## config.mk

```make
export PLATFORM = sky130hd
export DESIGN_NAME = accel_tilt_angle_averager_top
export DESIGN_NICKNAME = d
export VERILOG_FILES = /design/src/hdl/atav_pkg.sv /design/src/hdl/atav_isqrt.sv /design/src/hdl/accel_tilt_angle_averager_top.sv
export SDC_FILE = /design/constraint.sdc
export NUM_CORES = 2
export LEC_CHECK = 0
export ABC_AREA = 1
export BUFFER_PORTS_ARGS = -buffer_cell sky130_fd_sc_hd__buf_2
export CAP_MARGIN = 30
export CORE_ASPECT_RATIO = 1.5
export CORE_MARGIN = 4
export CORE_UTILIZATION = 60
export CTS_CLUSTER_SIZE = 20
export DETAILED_ROUTE_END_ITERATION = 7
export PLACE_DENSITY_LB_ADDON = 0.15
export SYNTH_ARGS = -nofsm -noshare
export SYNTH_HDL_FRONTEND = slang
export SYNTH_SLANG_ARGS = --single-unit
```

## constraint.sdc

```tcl
create_clock -name i_clk -period 29 [get_ports i_clk]
set_input_delay 5.8 -clock i_clk [delete_from_list [all_inputs] [get_ports i_clk]]
set_output_delay 5.8 -clock i_clk [all_outputs]
set_load 0.005 [all_outputs]
```

## src/hdl/atav_pkg.sv

```systemverilog
package atav_pkg;

    // Sample and window geometry.
    localparam int SAMPLE_W   = 16;
    localparam int LIMIT_W    = 15;
    localparam int SUM_W      = 22;
    localparam int COUNT_W    = 6;
    localparam int WINDOW_DEF = 10;
    localparam logic [LIMIT_W-1:0] SHOCK_RESET = 15'd1000;

    // CORDIC datapath: sums scaled by 256 plus gain headroom.
    localparam int CORDIC_STEPS = 18;
    localparam int ITER_W       = 5;
    localparam int CDATA_W      = 34;
    localparam int ANGLE_W      = 22;
    localparam int OP_SHIFT     = 8;

    // Magnitude and square root widths.
    localparam int MAG_W  = 21;
    localparam int SQ_W   = 44;
    localparam int RAD_W  = 60;
    localparam int ROOT_W = 30;

    // Angles in 1/4096 degree and results in 1/64 degree.
    localparam logic signed [ANGLE_W-1:0] DEG180 = 22'sd737280;
    localparam logic signed [ANGLE_W-1:0] DEG360 = 22'sd1474560;
    localparam logic [14:0] ROLL_MAX   = 15'd23040;
    localparam logic [14:0] ROLL_HALF  = 15'd11520;
    localparam logic [13:0] PITCH_MAX  = 14'd5760;

    typedef enum logic [3:0] {
        S_IDLE,
        S_CHECK,
        S_RINIT,
        S_ROLL,
        S_MULY,
        S_MULZ,
        S_SQST,
        S_SQRT,
        S_PINIT,
        S_PITCH,
        S_PFIN,
        S_DONE
    } t_state;

    // atan(2^-i) in 1/4096 degree, rounded to nearest.
    function automatic logic signed [ANGLE_W-1:0] atan_step(input logic [ITER_W-1:0] i);
        logic signed [ANGLE_W-1:0] v;
        begin
            case (i)
                5'd0:    v = 22'sd184320;
                5'd1:    v = 22'sd108810;
                5'd2:    v = 22'sd57492;
                5'd3:    v = 22'sd29184;
                5'd4:    v = 22'sd14649;
                5'd5:    v = 22'sd7331;
                5'd6:    v = 22'sd3667;
                5'd7:    v = 22'sd1833;
                5'd8:    v = 22'sd917;
                5'd9:    v = 22'sd458;
                5'd10:   v = 22'sd229;
                5'd11:   v = 22'sd115;
                5'd12:   v = 22'sd57;
                5'd13:   v = 22'sd29;
                5'd14:   v = 22'sd14;
                5'd15:   v = 22'sd7;
                5'd16:   v = 22'sd4;
                5'd17:   v = 22'sd2;
                default: v = 22'sd0;
            endcase
            return v;
        end
    endfunction

endpackage

```

## src/hdl/atav_isqrt.sv

```systemverilog
module atav_isqrt
    import atav_pkg::*;
(
    input  logic              i_clk,
    input  logic              i_rst_n,
    input  logic              i_start,
    input  logic [RAD_W-1:0]  i_value,
    output logic              o_done,
    output logic [ROOT_W-1:0] o_root
);

    logic [RAD_W-1:0] r_rem, n_rem;
    logic [RAD_W-1:0] r_res, n_res;
    logic [RAD_W-1:0] r_bit, n_bit;
    logic             r_busy, n_busy;
    logic             r_done, n_done;
    logic [RAD_W-1:0] trial;

    // One root bit per cycle: two radicand bits are retired each step.
    always_comb begin
        trial  = r_res + r_bit;
        n_rem  = r_rem;
        n_res  = r_res;
        n_bit  = r_bit;
        n_busy = r_busy;
        n_done = 1'b0;
        if (i_start) begin
            n_rem  = i_value;
            n_res  = '0;
            n_bit  = RAD_W'(1) << (RAD_W - 2);
            n_busy = 1'b1;
        end else if (r_busy) begin
            if (r_rem >= trial) begin
                n_rem = r_rem - trial;
                n_res = (r_res >> 1) + r_bit;
            end else begin
                n_res = r_res >> 1;
            end
            n_bit = r_bit >> 2;
            if (r_bit[0] || r_bit[1]) begin
                n_busy = 1'b0;
                n_done = 1'b1;
            end
        end
    end

    always_ff @(posedge i_clk) begin
        if (!i_rst_n) begin
            r_busy <= 1'b0;
            r_done <= 1'b0;
        end else begin
            r_busy <= n_busy;
            r_done <= n_done;
        end
        r_rem <= n_rem;
        r_res <= n_res;
        r_bit <= n_bit;
    end

    assign o_done = r_done;
    assign o_root = r_res[ROOT_W-1:0];

endmodule

```

## src/hdl/accel_tilt_angle_averager_top.sv

```systemverilog
// Channel  | Direction | Signals                                   | Beat
// ---------+-----------+-------------------------------------------+--------------------------
// sample   | in        | i_in_valid / o_in_ready                   | accel x, y, z
// result   | out       | o_out_valid / i_out_ready                 | flags, roll, pitch
// config   | in        | i_cfg_we, i_cfg_data                      | shock limit, no handshake
//
// One sample is processed at a time. A sample that does not close a window, or is
// rejected, goes from the check state straight to the done state; one that closes a
// window also runs the two 18-step CORDIC passes and the 30-step square root.
// Reset is synchronous, active low; sums, count and held angles clear to zero.
// A waiting result sits in the output register, so the next sample may be taken
// and processed; it finishes only once the output register is free.
module accel_tilt_angle_averager_top
    import atav_pkg::*;
#(
    parameter int WINDOW = WINDOW_DEF
)(
    input  logic                       i_clk,
    input  logic                       i_rst_n,
    input  logic                       i_in_valid,
    output logic                       o_in_ready,
    input  logic signed [SAMPLE_W-1:0] i_accel_x,
    input  logic signed [SAMPLE_W-1:0] i_accel_y,
    input  logic signed [SAMPLE_W-1:0] i_accel_z,
    output logic                       o_out_valid,
    input  logic                       i_out_ready,
    output logic                       o_rejected,
    output logic                       o_updated,
    output logic [14:0]                o_roll_angle,
    output logic signed [13:0]         o_pitch_angle,
    input  logic                       i_cfg_we,
    input  logic [LIMIT_W-1:0]         i_cfg_data
);

    t_state r_state, n_state;

    logic [LIMIT_W-1:0]         r_limit;
    logic signed [SAMPLE_W-1:0] r_x, r_y, r_z;
    logic [COUNT_W-1:0]         r_count;
    logic signed [SUM_W-1:0]    r_sx, r_sy, r_sz;
    logic signed [SUM_W-1:0]    r_fx, r_fy, r_fz;
    logic                       r_rej, r_upd, r_rneg;
    logic signed [CDATA_W-1:0]  r_cx, r_cy, n_cx, n_cy;
    logic signed [ANGLE_W-1:0]  r_cz, n_cz;
    logic [ITER_W-1:0]          r_iter;
    logic [SQ_W-1:0]            r_sq;
    logic [14:0]                r_roll;
    logic signed [13:0]         r_pitch;
    logic                       r_ov, r_orej, r_oupd;
    logic [14:0]                r_oroll;
    logic signed [13:0]         r_opitch;

    logic                       in_acc, out_free, last_iter, win_end;
    logic                       sq_start, sq_done;
    logic [ROOT_W-1:0]          sq_root;
    logic [16:0]                mx, my, mz;
    logic                       rej;
    logic signed [SUM_W-1:0]    ax, ay, az;
    logic [MAG_W-1:0]           mag_y, mag_z, mul_op;
    logic [2*MAG_W-1:0]         product;
    logic signed [CDATA_W-1:0]  sy_s, sz_s, dx, dy;
    logic signed [ANGLE_W-1:0]  ra, pa, pmag;
    logic [14:0]                roll_val;
    logic signed [13:0]         pitch_val;

    assign in_acc   = i_in_valid && o_in_ready;
    assign out_free = !r_ov || i_out_ready;
    assign last_iter = (r_iter == ITER_W'(CORDIC_STEPS - 1));

    // Shock check against the limit on the registered sample.
    assign mx  = r_x[SAMPLE_W-1] ? 17'(-$signed({r_x[SAMPLE_W-1], r_x})) : 17'(r_x);
    assign my  = r_y[SAMPLE_W-1] ? 17'(-$signed({r_y[SAMPLE_W-1], r_y})) : 17'(r_y);
    assign mz  = r_z[SAMPLE_W-1] ? 17'(-$signed({r_z[SAMPLE_W-1], r_z})) : 17'(r_z);
    assign rej = (mx > 17'(r_limit)) || (my > 17'(r_limit)) || (mz > 17'(r_limit));

    // Running sums including the current sample.
    assign ax = r_sx + SUM_W'(r_x);
    assign ay = r_sy + SUM_W'(r_y);
    assign az = r_sz + SUM_W'(r_z);
    assign win_end = (7'({1'b0, r_count}) + 7'd1) >= 7'(WINDOW);

    // Shared squaring multiplier for the pitch radius.
    assign mag_y   = r_fy[SUM_W-1] ? MAG_W'(-r_fy) : MAG_W'(r_fy);
    assign mag_z   = r_fz[SUM_W-1] ? MAG_W'(-r_fz) : MAG_W'(r_fz);
    assign mul_op  = (r_state == S_MULY) ? mag_y : mag_z;
    assign product = mul_op * mul_op;

    assign sq_start = (r_state == S_SQST);

    atav_isqrt u_isqrt (
        .i_clk   (i_clk),
        .i_rst_n (i_rst_n),
        .i_start (sq_start),
        .i_value ({r_sq[SQ_W-1:0], 16'd0}),
        .o_done  (sq_done),
        .o_root  (sq_root)
    );

    // One CORDIC vectoring rotation per cycle.
    assign dx = r_cy >>> r_iter;
    assign dy = r_cx >>> r_iter;
    assign sy_s = CDATA_W'(r_fy) <<< OP_SHIFT;
    assign sz_s = CDATA_W'(r_fz) <<< OP_SHIFT;

    always_comb begin
        n_cx = r_cx;
        n_cy = r_cy;
        n_cz = r_cz;
        if (r_state == S_RINIT) begin
            n_cx = r_rneg ? -sz_s : sz_s;
            n_cy = r_rneg ? -sy_s : sy_s;
            n_cz = '0;
        end else if (r_state == S_PINIT) begin
            n_cx = CDATA_W'(sq_root);
            n_cy = CDATA_W'(r_fx) <<< OP_SHIFT;
            n_cz = '0;
        end else if (r_state == S_ROLL || r_state == S_PITCH) begin
            if (!r_cy[CDATA_W-1]) begin
                n_cx = r_cx + dx;
                n_cy = r_cy - dy;
                n_cz = r_cz + atan_step(r_iter);
            end else begin
                n_cx = r_cx - dx;
                n_cy = r_cy + dy;
                n_cz = r_cz - atan_step(r_iter);
            end
        end
    end

    // Roll: fold into [0, 360), round to 1/64 degree, clamp; a zero y sum gives 0 or 180.
    always_comb begin
        ra = r_cz + (r_rneg ? DEG180 : '0);
        if (ra < 0) begin
            ra = ra + DEG360;
        end
        if (ra < 0) begin
            ra = '0;
        end
        ra = (ra + 22'sd32) >>> 6;
        if (r_fy == '0) begin
            roll_val = r_fz[SUM_W-1] ? ROLL_HALF : 15'd0;
        end else if (ra > $signed(ANGLE_W'(ROLL_MAX))) begin
            roll_val = ROLL_MAX;
        end else begin
            roll_val = ra[14:0];
        end
    end

    // Pitch: round the magnitude half away from zero, clamp, restore sign; a zero x sum gives 0.
    always_comb begin
        pa   = r_cz[ANGLE_W-1] ? -r_cz : r_cz;
        pmag = (pa + 22'sd32) >>> 6;
        if (pmag > $signed(ANGLE_W'(PITCH_MAX))) begin
            pmag = ANGLE_W'(PITCH_MAX);
        end
        if (r_fx == '0) begin
            pitch_val = '0;
        end else if (r_cz[ANGLE_W-1]) begin
            pitch_val = -$signed(pmag[13:0]);
        end else begin
            pitch_val = pmag[13:0];
        end
    end

    // Sequencer.
    always_comb begin
        n_state    = r_state;
        o_in_ready = (r_state == S_IDLE);
        case (r_state)
            S_IDLE:  if (in_acc) n_state = S_CHECK;
            S_CHECK: n_state = (!rej && win_end) ? S_RINIT : S_DONE;
            S_RINIT: n_state = S_ROLL;
            S_ROLL:  if (last_iter) n_state = S_MULY;
            S_MULY:  n_state = S_MULZ;
            S_MULZ:  n_state = S_SQST;
            S_SQST:  n_state = S_SQRT;
            S_SQRT:  if (sq_done) n_state = S_PINIT;
            S_PINIT: n_state = S_PITCH;
            S_PITCH: if (last_iter) n_state = S_PFIN;
            S_PFIN:  n_state = S_DONE;
            S_DONE:  if (out_free) n_state = S_IDLE;
            default: n_state = S_IDLE;
        endcase
    end

    always_ff @(posedge i_clk) begin
        if (!i_rst_n) begin
            r_state <= S_IDLE;
        end else begin
            r_state <= n_state;
        end
    end

    // Control and held state.
    always_ff @(posedge i_clk) begin
        if (!i_rst_n) begin
            r_limit <= SHOCK_RESET;
            r_count <= '0;
            r_sx    <= '0;
            r_sy    <= '0;
            r_sz    <= '0;
            r_roll  <= '0;
            r_pitch <= '0;
            r_ov    <= 1'b0;
            r_iter  <= '0;
        end else begin
            if (i_cfg_we) begin
                r_limit <= i_cfg_data;
            end
            if (r_state == S_CHECK && !rej) begin
                if (win_end) begin
                    r_count <= '0;
                    r_sx    <= '0;
                    r_sy    <= '0;
                    r_sz    <= '0;
                end else begin
                    r_count <= r_count + COUNT_W'(1);
                    r_sx    <= ax;
                    r_sy    <= ay;
                    r_sz    <= az;
                end
            end
            if (r_state == S_ROLL || r_state == S_PITCH) begin
                r_iter <= last_iter ? '0 : r_iter + ITER_W'(1);
            end else begin
                r_iter <= '0;
            end
            if (r_state == S_MULY) begin
                r_roll <= roll_val;
            end
            if (r_state == S_PFIN) begin
                r_pitch <= pitch_val;
            end
            if (r_state == S_DONE && out_free) begin
                r_ov <= 1'b1;
            end else if (i_out_ready) begin
                r_ov <= 1'b0;
            end
        end
    end

    // Payload registers.
    always_ff @(posedge i_clk) begin
        if (in_acc) begin
            r_x <= i_accel_x;
            r_y <= i_accel_y;
            r_z <= i_accel_z;
        end
        if (r_state == S_CHECK) begin
            r_rej  <= rej;
            r_upd  <= !rej && win_end;
            r_fx   <= ax;
            r_fy   <= ay;
            r_fz   <= az;
            r_rneg <= az[SUM_W-1];
        end
        r_cx <= n_cx;
        r_cy <= n_cy;
        r_cz <= n_cz;
        if (r_state == S_MULY) begin
            r_sq <= SQ_W'(product);
        end else if (r_state == S_MULZ) begin
            r_sq <= r_sq + SQ_W'(product);
        end
        if (r_state == S_DONE && out_free) begin
            r_orej   <= r_rej;
            r_oupd   <= r_upd;
            r_oroll  <= (r_state == S_DONE) ? r_roll : r_oroll;
            r_opitch <= r_pitch;
        end
    end

    assign o_out_valid   = r_ov;
    assign o_rejected    = r_orej;
    assign o_updated     = r_oupd;
    assign o_roll_angle  = r_oroll;
    assign o_pitch_angle = r_opitch;

    // Checks on the datapath and sequencing.
    a_upd_not_rej: assert property (@(posedge i_clk) disable iff (!i_rst_n)
        o_out_valid |-> !(o_updated && o_rejected))
        else $error("result both updated and rejected");

    a_roll_range: assert property (@(posedge i_clk) disable iff (!i_rst_n)
        o_out_valid |-> (o_roll_angle <= ROLL_MAX))
        else $error("roll out of range");

    a_pitch_range: assert property (@(posedge i_clk) disable iff (!i_rst_n)
        o_out_valid |-> (o_pitch_angle <= $signed(PITCH_MAX))
            && (o_pitch_angle >= -$signed(PITCH_MAX)))
        else $error("pitch out of range");

    a_accept_check: assert property (@(posedge i_clk) disable iff (!i_rst_n)
        (i_in_valid && o_in_ready) |=> (r_state == S_CHECK))
        else $error("accepted sample not checked");

endmodule

```

# [After elaboration in Yosys (flattened, before gate mapping)]
# Memory sizes are Yosys's and may differ from the RTL's. A register that Yosys moved wholly into a read port is not among the register bits.
# Cells that the tools add are included.
[word_totals] reg_bits=560 romBits=1152 in_bits=68 out_inout_bits=33 wordCells=182 memories=2
[classes] n_addsub=29 mul=1 n_lt_le_gt_ge=9 eq_ne=17 shift=2 muxes=60 bitwise=3 n_reduce_logical=25
[mem_list] name="(name not given)" words=32 word_bits=18 read_ports=1 rd_clocked_by_memory_dff=1 write_ports=0 line="atav_pkg.sv:50" text="case (i)"
[mem_list] name="(name not given)" words=32 word_bits=18 read_ports=1 rd_clocked_by_memory_dff=1 write_ports=0 line="atav_pkg.sv:50"
[op_table] operator="34-bit two-way mux" count=10
[op_table] operator="22-bit two-way mux" count=15
[op_table] operator="60-bit two-way mux" count=4
[op_table] operator="42-bit two-way mux" count=2
[op_table] operator="34-bit adder" count=2
[op_table] operator="30-bit negator with 34-bit output" count=2
[op_table] operator="34-bit by 5-bit >>> shifter with 34-bit output" count=2
[op_table] operator="34-bit subtractor" count=2
[op_table] operator="22-bit by 16-bit adder with 22-bit output" count=3
[op_table] operator="21-bit two-way mux" count=3
[op_table] operator="59-bit by 59-bit adder with 60-bit output" count=1
[op_table] operator="60-bit by 59-bit adder with 60-bit output" count=1
[op_table] operator="60-bit >= comparator" count=1
[op_table] operator="60-bit subtractor" count=1
[op_table] operator="14-bit two-way mux" count=4
[op_table] operator="17-bit by 15-bit greater-than comparator with 1-bit output" count=3
[op_table] operator="17-bit two-way mux" count=3
[op_table] operator="16-bit negator with 17-bit output" count=3
[op_table] operator="4-bit one-hot mux with 12 select lines" count=1
[op_table] operator="22-bit by 7-bit adder with 22-bit output (second input constant)" count=2
[op_table] operator="44-bit by 42-bit adder with 44-bit output" count=1
[op_table] operator="22-bit zero test" count=2
[op_table] operator="22-bit by 1-bit less-than comparator with 1-bit output (second input constant)" count=2
[op_table] operator="21-bit by 21-bit multiplier with 42-bit output" count=1
[op_table] operator="37 further kinds" count=75

# [Longest topological paths before layout]
[logic_depth] word_depth=10 ltp_mapped=59

# [By module]
# From an unflattened synthesis, not the netlist that was laid out.
[unflattened] cells_unflattened=9494 area_unflattened_um2=65494.1
[by_module_without_submodules] mod="accel_tilt_angle_averager_top" instances=1 cells_each=6265 area_each_um2=47205.3 seq_area_each_um2=11080.6
[by_module_without_submodules] mod="atav_isqrt" instances=1 cells_each=3229 area_each_um2=18288.8 seq_area_each_um2=3643.5

# [Least setup slack after synthesis]
# No wires, ideal clock.
[synth_timing] path_type="register -> register" startpoint="register r_fy[1]" endpoint="register r_sq[39] (data pin)" setup_ns=0.253 arrival_time_ns=9.547 required_time_ns=28.747 setup_slack_ns=19.200 path_stages_with_launch=56 path_buffers=2 synth_period_minus_slack_ns=9.800 path_cell_list="edfxtp_1 -> inv_1 -> ha_1 -> nand2_1 -> nor2_1 -> inv_1 -> nor2_1 -> inv_1 -> nor2_1 -> inv_1 -> nor3_2 -> nand4_1 -> nor2_1 -> inv_1 -> nor4_1 -> nand3_1 -> xor2_1 -> o211ai_1 -> [... 20 more ...] -> o2111ai_1 -> a21oi_1 -> inv_1 -> a21oi_1 -> xnor2_1 -> ha_1 -> nand2_1 -> nor2_1 -> inv_1 -> o221ai_1 -> a31oi_1 -> inv_1 -> a21oi_1 -> o21a_1 -> inv_1 -> or2_2 -> nand3_1 -> nand2_1"
[synth_between] elab_chain_len=7
[synth_rtl] item="start, declared" line="accel_tilt_angle_averager_top.sv:41" text="logic signed [SUM_W-1:0] r_fx, r_fy, r_fz;"
[synth_rtl] item="start signal, assigned" line="accel_tilt_angle_averager_top.sv:253" text="r_fy <= ay;"
[synth_rtl] item="21-bit negator" line="accel_tilt_angle_averager_top.sv:83" text="assign mag_y = r_fy[SUM_W-1] ? MAG_W'(-r_fy) : MAG_W'(r_fy);"
[synth_rtl] item="21-bit two-way mux *" line="accel_tilt_angle_averager_top.sv:83"
[synth_rtl] item="21-bit two-way mux *" line="accel_tilt_angle_averager_top.sv:85" text="assign mul_op = (r_state == S_MULY) ? mag_y : mag_z;"
[synth_rtl] item="21-bit by 21-bit multiplier with 42-bit output *" line="accel_tilt_angle_averager_top.sv:86" text="assign product = mul_op * mul_op;"
[synth_rtl] item="44-bit by 42-bit adder with 44-bit output" line="accel_tilt_angle_averager_top.sv:263" text="r_sq <= r_sq + SQ_W'(product);"
[synth_rtl] item="42-bit two-way mux" line="accel_tilt_angle_averager_top.sv:262" text="end else if (r_state == S_MULZ) begin"
[synth_rtl] item="42-bit two-way mux *" line="accel_tilt_angle_averager_top.sv:260" text="if (r_state == S_MULY) begin"
[synth_rtl] item="end signal, assigned" line="accel_tilt_angle_averager_top.sv:261" text="r_sq <= SQ_W'(product);"
[synth_rtl] item="end signal, assigned" line="accel_tilt_angle_averager_top.sv:263"
[synth_rtl] item="end, declared" line="accel_tilt_angle_averager_top.sv:46" text="logic [SQ_W-1:0] r_sq;"
# Mark *: on every way between the ends. The rest lies on a longest branch, timed or not. The select of a mux whose other input is x is not followed.
# A chain may end at the register's enable or synchronous reset.

# [Worst setup path in the final report]
[layout_timing] startpoint="register r_fz[0]" endpoint="register r_sq[39] (data pin)"
[layout_between] elab_chain_len=7
[layout_rtl] item="start, declared" line="accel_tilt_angle_averager_top.sv:41"
[layout_rtl] item="start signal, assigned" line="accel_tilt_angle_averager_top.sv:254" text="r_fz <= az;"
[layout_rtl] item="21-bit negator" line="accel_tilt_angle_averager_top.sv:84" text="assign mag_z = r_fz[SUM_W-1] ? MAG_W'(-r_fz) : MAG_W'(r_fz);"
[layout_rtl] item="21-bit two-way mux *" line="accel_tilt_angle_averager_top.sv:84"
[layout_rtl] item="21-bit two-way mux *" line="accel_tilt_angle_averager_top.sv:85"
[layout_rtl] item="21-bit by 21-bit multiplier with 42-bit output *" line="accel_tilt_angle_averager_top.sv:86"
[layout_rtl] item="44-bit by 42-bit adder with 44-bit output" line="accel_tilt_angle_averager_top.sv:263"
[layout_rtl] item="42-bit two-way mux" line="accel_tilt_angle_averager_top.sv:262"
[layout_rtl] item="42-bit two-way mux *" line="accel_tilt_angle_averager_top.sv:260"
# Marked as above.

==> results.sh <==
export IMPL_ys_seq_area_frac=0.238
export IMPL_drc=0
export IMPL_fmax_mhz=80.5
export IMPL_yosysTopAreaCell="edfxtp_1"
export IMPL_critPathLaunchType="register"
export IMPL_first_global_vias=56602
export IMPL_ant_nets=0
export IMPL_relSlewSlack=0.224
export IMPL_synthTopCellsByCount="1767 x nand2_1, 1226 x inv_1, 791 x a21oi_1"
export IMPL_core_mm2=0.101
export IMPL_post_synth_num_cell_types=80
export IMPL_syn_area_per_cell_um2=7.29
export IMPL_worstMarginPinSlew_ns=1.16
export IMPL_area_growth_syn_to_layout_pct=6.00
export IMPL_crit_arrival_ns=12.87
export IMPL_tritoncts="yes"
export IMPL_fin_crit_sh=0.428
export IMPL_slowest_delay_ns=0.67
export IMPL_syn_nets=9319
export IMPL_post_cts_buffers=0
export IMPL_htreeDepth=2
export IMPL_cts_root_buf="clkbuf_16"
export IMPL_end_kind="register"
export IMPL_cts_resized=0
export IMPL_grt_pass1_wl_um=316000
export IMPL_pin_count=101
export IMPL_dp_hpwl_um=165000
export IMPL_setup_tns_ns=0
export IMPL_crit_required_ns=29.45
export IMPL_rsz0062_at_grt="false"
export IMPL_antenna_found_initial=8
export IMPL_ys_flop_type="edfxtp_1"
export IMPL_num_rows=143
export IMPL_synth_most_common_cell="nand2_1"
export IMPL_routed_wirelength_um=207000
export IMPL_r2r_cells=47
export IMPL_die_area_mm2=0.107
export IMPL_post_route_util=0.641
export IMPL_via_per_inst=5.93
export IMPL_critPathKind="register to register"
export IMPL_nNetsFinal=9288
export IMPL_cts_clk_slew_worst_paths_ns=0.07
export IMPL_drtPass1Iterations=6
export IMPL_die_w_um=269
export IMPL_drt_iter0_markers=4737
export IMPL_synth_top_cell_area_share=0.148
export IMPL_grt_max_degree=86
export IMPL_die_h_um=399
export IMPL_cts_hold_buf=0
export IMPL_crit_fanout=18
export IMPL_cts_sinks=577
export IMPL_yosys_warnings=0
export IMPL_synth_cells=8396
export IMPL_drv_cap=0
export IMPL_post_drt_wl_per_cell_um=21.3
export IMPL_clock_latency_ns=0.70
export IMPL_cts_max_path_buffers=3
export IMPL_fin_crit_ns=12.42
export IMPL_path_common_cell="inv_1"
export IMPL_slowest_stage="clkinv_1"
export IMPL_track_usage=0.380
export IMPL_grt_ovfl_total=0
export IMPL_place_area_mm2=0.0627
export IMPL_stdcell_area_mm2=0.0649
export IMPL_min_path_type="register to register"
export IMPL_async_reset_ff_frac=0
export IMPL_min_path_cells=0
export IMPL_io_buffers=100
export IMPL_slew_violations=0
export IMPL_vias=57646
export IMPL_netlist_area_mm2=0.0612
export IMPL_hold_viol_final=0
export IMPL_cts_made_buffers=61
export IMPL_ys_top_cells_by_area="edfxtp_1 15%, ha_1 11%, nand2_1 11%"
export IMPL_ys_ff_latch=577
export IMPL_synth_edff_count=301
export IMPL_start_util=0.604
export IMPL_drive_gt1_frac=0.0482
export IMPL_gp_congestion=1.03
export IMPL_outcome="completed"
export IMPL_skew_ns=0.0725
export IMPL_setup_viol=0
==> registers in the layout, summed over array words and instances, names as in the netlist, 30 cells and up, named ones only <==
signal         cells
r_cx              34
r_cy              34
r_sq              44
u_isqrt.r_bit     30
u_isqrt.r_rem     60
u_isqrt.r_res     60
==> per-stage QoR <==
step | cells | hold WS (ns) | setup WS [ns]
5_1_grt | 9721 | 0.442 | 15.87
6_report | 9728 | 0.433 | 16.58
4_1_cts | 9719 | 0.437 | 16.73
3_5_place_dp | 9605 | 0.418 | 16.77
3_3_place_gp | 9602 | 0.406 | 16.81
2_1_floorplan | 8396 | 0.400 | 19.20
==> metal layers <==
layer,track usage,wire length [um],vias to the layer above
met2,0.651,99200,2269
met5,0,32,-
met1,0.421,74700,27177
met4,0.291,19700,4
li1,-,-,27447
met3,0.0621,13600,749
==> layout make-up <==
| cell class | count | area [um2] |
|---|---|---|
| multi-input cells | 6318 | 40800 |
| clock buffers | 74 | 1650 |
| inverters | 1251 | 4700 |
| repair buffers | 156 | 966 |
| clock inverters | 40 | 512 |
| diodes | 7 | 17.5 |
| flip-flops and latches | 577 | 14600 |
| fillers | 9206 | 36400 |
| well taps | 1305 | 1630 |
==> final timing paths <==
| kind | startpoint | end | slack [ns] |
|---|---|---|---|
| max | r_fz[0] | r_sq[39] | 16.58 |
| min | r_roll[0] | o_roll_angle[0] | 0.43 |
| max reg2reg | r_fz[0] | r_sq[39] | 16.58 |
| min reg2reg | r_roll[0] | o_roll_angle[0] | 0.43 |
==> critical path, delay by kind of cell, from the launching register on <==
family	cells	cell delay, ns
DFF	1	0.52
AOI/OAI and AO/OA	13	2.99
buffers and inverters	13	1.61
xor gates and xnor gates	2	0.74
adders and majority gates	10	4.56
and+or+nand+nor	9	1.73
==> kinds of logic after synthesis <==
logic type               count (synthesis)  synth area share
multiplexers                            31           0.00507
flip-flops                             577             0.238
buffers and inverters                 1501            0.0964
adder cells (fa/ha/maj)                855             0.214
AND/OR/NAND/NOR                       3044             0.205
XOR/XNOR                               529            0.0758
AO/OA/AOI/OAI                         1859             0.166
==> cell usage in the layout, fill, tap and decap left out, types with 59 or more instances in the layout <==
| master | n |
|---|---|
| o21ai_0 | 640 |
| o21ai_1 | 86 |
| nor3_1 | 59 |
| nor2_1 | 759 |
| a21oi_1 | 791 |
| fa_1 | 320 |
| dfxtp_1 | 274 |
| nand3_1 | 218 |
| ha_1 | 535 |
| buf_2 | 100 |
| xnor2_1 | 182 |
| edfxtp_1 | 301 |
| xor2_1 | 346 |
| inv_1 | 1225 |
| clkbuf_16 | 62 |
| nand2_1 | 1764 |
| a31oi_1 | 61 |
Power is not shown: default switching activity piles up to over one toggle a cycle in this logic, so the estimate is an artifact.
